<file path="config.mk">
export PLATFORM = sky130hd
export DESIGN_NAME = bmh_ram
export DESIGN_NICKNAME = d
export VERILOG_FILES = /design/src/sv/bmh_ram.sv
export SDC_FILE = /design/constraint.sdc
export NUM_CORES = 2
export LEC_CHECK = 0
export BUFFER_PORTS_ARGS = -buffer_cell sky130_fd_sc_hd__buf_4
export CORE_ASPECT_RATIO = 2
export CORE_MARGIN = 2
export CORE_UTILIZATION = 40
export DETAILED_ROUTE_END_ITERATION = 10
export GPL_TIMING_DRIVEN = 0
export PLACE_DENSITY = 0.65
export SYNTH_ARGS = -nofsm -noshare
export SYNTH_HDL_FRONTEND = slang
export SYNTH_SLANG_ARGS = --single-unit
</file>
<file path="constraint.sdc">
create_clock -name clk -period 17.3 [get_ports clk]
set_input_delay 2.595 -clock clk [delete_from_list [all_inputs] [get_ports clk]]
set_output_delay 2.595 -clock clk [all_outputs]
set_load 0.005 [all_outputs]
</file>
<file path="src/sv/bmh_ram.sv">
module bmh_ram #(
  parameter int WIDTH = 64,
  parameter int DEPTH = 64,
  parameter int AW    = $clog2(DEPTH)
) (
  input  logic             clk,
  input  logic             we,
  input  logic [AW-1:0]    waddr,
  input  logic [WIDTH-1:0] wdata,
  input  logic [AW-1:0]    raddr,
  output logic [WIDTH-1:0] rdata
);

  logic [WIDTH-1:0] mem [DEPTH];

  always_ff @(posedge clk) begin
    if (we) begin
      mem[waddr] <= wdata;
    end
    rdata <= mem[raddr];
  end

endmodule

</file>
==> results.cfg <==
[worst_setup_path]
r2r_slack_ns = 14.00
path_depth = 9
r2r-start = mem[47][40]$_DFFE_PP_
path_cells = buf_2 > buf_4 > buf_2 > buf_2 > buf_4 > mux2i_1 > nand2_1 > a41oi_1 > a211oi_1
critPathMaxFanout = 11
worst-path-buf-inv = 5
crit_type = in2reg
crit_path_end_kind = flip-flop
r2r-end = rdata[40]$_DFF_P_
slowest_delay_ns = 1.27
worst_path_most_repeated_cell = buf_2
cp-start-kind = input pin
critPathArrivalTime_ns = 7.16
reg2reg_depth = 5
critPathSlowestCell = a41oi_1
crit_family = buffers and inverters
cp-startpoint = raddr[2]
required_ns = 17.98

[min_path]
min_from = mem[62][26]$_DFFE_PP_
hold_path.class = reg2reg
hold_end = rdata[26]$_DFF_P_
whs_path_depth = 4

[synth]
netlist_area_um2 = 156300
synth_nets = 6676
synth_seq_cells = 4160
post-synth-top-count-cell = edfxtp_1
synth_cells = 6598
synth_edf_count = 4096
yosys-top-cells-count = edfxtp_1, mux4_2, buf_2
synthFlopType = edfxtp_1
yosysSeqAreaShare_pct = 79.49
synth.area.top_cells = edfxtp_1, mux4_2, mux2i_1
synth_cell_type_count = 33
avgSynthCellArea_um2 = 23.70
synth_top_area_share_pct = 78.67
async_flop_share_pct = 0
synth_warnings = 0
yosys.area.top_type = edfxtp_1

[pwr]
power.density_nw_per_um2 = 113.8
vdd_ir_drop_max_mv = 0.09301
p_leak_uw = 0.05586

[sta]
slew_viol_final = 14
skew_ns = 0.09514
fin_setup_tns_ns = 0
fin_crit_ns = 6.481
worstMarginPinSlew_ns = 1.590
relSlewSlack_pct = -7.365
rsz0062_at_grt = no
post-route-period-util_pct = 37.46
setup_viol = 0
clock.fmax_ghz = 0.1543
hold_violations = 0

[cts]
root_buffer = clkbuf_16
cts_hold_buffers = 0
cts_resized = 0
cts.sinks = 4160
cts_htree_levels = 5
clkTransAtPathRegs_ns = 0.08
clk_latency_ns = 0.95
cts_setup_buffers = 0
cts_buffers = 359
max-clock-path-buffers = 4
tritoncts = done

[flow_run]
drv_cap = 3

[detailed_routing]
wl_met1_um = 148000
avgRoutedWirePerCell_um = 38.35
final_antenna_net_count = 0
highest_layer = met5
met2_length_um = 256300
vias = 77340
wl_um = 486600
dr.pass1.iters = 7
post-route-drc-count = 0
route.met3.wl_um = 36080
viasPerCell = 6.095
drt_iter0_drc = 9714

[global_route]
grt_usage_pct = 24.36
grt_pass1_vias = 79350
grt_max_degree = 65
grt_antenna_before_repair = 39
grt_pass1_wl_um = 658000
overflow = 0

[placement]
gp_congestion = 0.8691
portBuffers = 133
place_hpwl_um = 338800

[finish]
multi_input_area_um2 = 30730
final_nets = 7394
area_growth_pct = 15.42
post-route-util_pct = 46.37
fillers = 31320
final-seq-area_um2 = 124300
drive_gt1_share_pct = 29.22

[floorplanning]
core_area_um2 = 389200
io_pins = 142
die_area_um2 = 396200
dieWidth_um = 446.1
die_height_um = 888.2
num_rows = 324
start_util_pct = 40.17

[status]
violations = max-capacitance violations, max-slew violations
status = complete, but fails checks
==> placed cells by master, fill, tap and decap left out, types with 88 or more instances in the layout <==
cell type	n
a22o_1	88
a22oi_1	168
buf_12	174
buf_2	171
buf_4	170
clkbuf_1	186
clkbuf_16	363
edfxtp_1	4096
mux2i_1	135
mux4_2	1024
==> metal layers <==
metal  vias to the layer above  global-route usage (%)
met3                      1408                   3.826
met5                         -                       0
li1                      29900                       -
met4                        10                   19.14
met1                     41390                   25.38
met2                      4632                   43.54
==> worst register-to-register path, stage by stage (launching register included) <==
cell,delay (ns)
edfxtp_1,0.35
mux4_2,0.50
mux2i_1,0.47
nand2_1,0.16
a41oi_1,1.27
a211oi_1,0.34
==> final cells by class <==
cell class	count	area share [%]
clock inverters	216	1.215
inverters	19	0.03952
well taps	5053	3.504
multi-input cells	2049	17.03
diodes	35	0.04854
flip-flops and latches	4160	68.87
clock buffers	429	5.243
plain buffers	370	0.9888
repair buffers	357	3.057
==> flip-flops by register name (all words and copies together) (netlist names) <==
register and flops:
mem 4096, rdata 64
==> report_power, final <==
group	internal, uW	switching (uW)
sequential	11200	29.5
clock	4500	3710
combinational	378	768
==> through the flow <==
step / power [uW] / cells / setup WS [ns] / hold WS (ns) / instance area (um^2)
global placement: 12500 / 11780 / 1.350 / 0.8519 / 163700
CTS: 20600 / 12650 / 10.85 / 0.8645 / 180400
floorplan: 11910 / 6598 / 9.269 / 0.7878 / 156300
detailed placement: 12540 / 12010 / 9.858 / 0.8705 / 168700
finish: 20540 / 12690 / 10.82 / 0.8748 / 180500
global route: 20970 / 12660 / 11.05 / 0.9132 / 180400
==> cells by family after synthesis <==
family / share of synthesized area [%]
DFF: 79.49
AOI/OAI and AO/OA: 2.477
muxes: 15.61
buffers and inverters: 1.180
and+or+nand+nor: 1.240
==> worst max-delay path by stage <==
stage                                 end  slack (ns)
floorplan            mem[48][0]$_DFFE_PP_        9.27
global placement    mem[48][24]$_DFFE_PP_        1.35
detailed placement      rdata[58]$_DFF_P_        9.86
CTS                     rdata[58]$_DFF_P_       10.85
global route            rdata[58]$_DFF_P_       11.05
finish                  rdata[40]$_DFF_P_       10.82
Power figures use the tool's default switching activity.
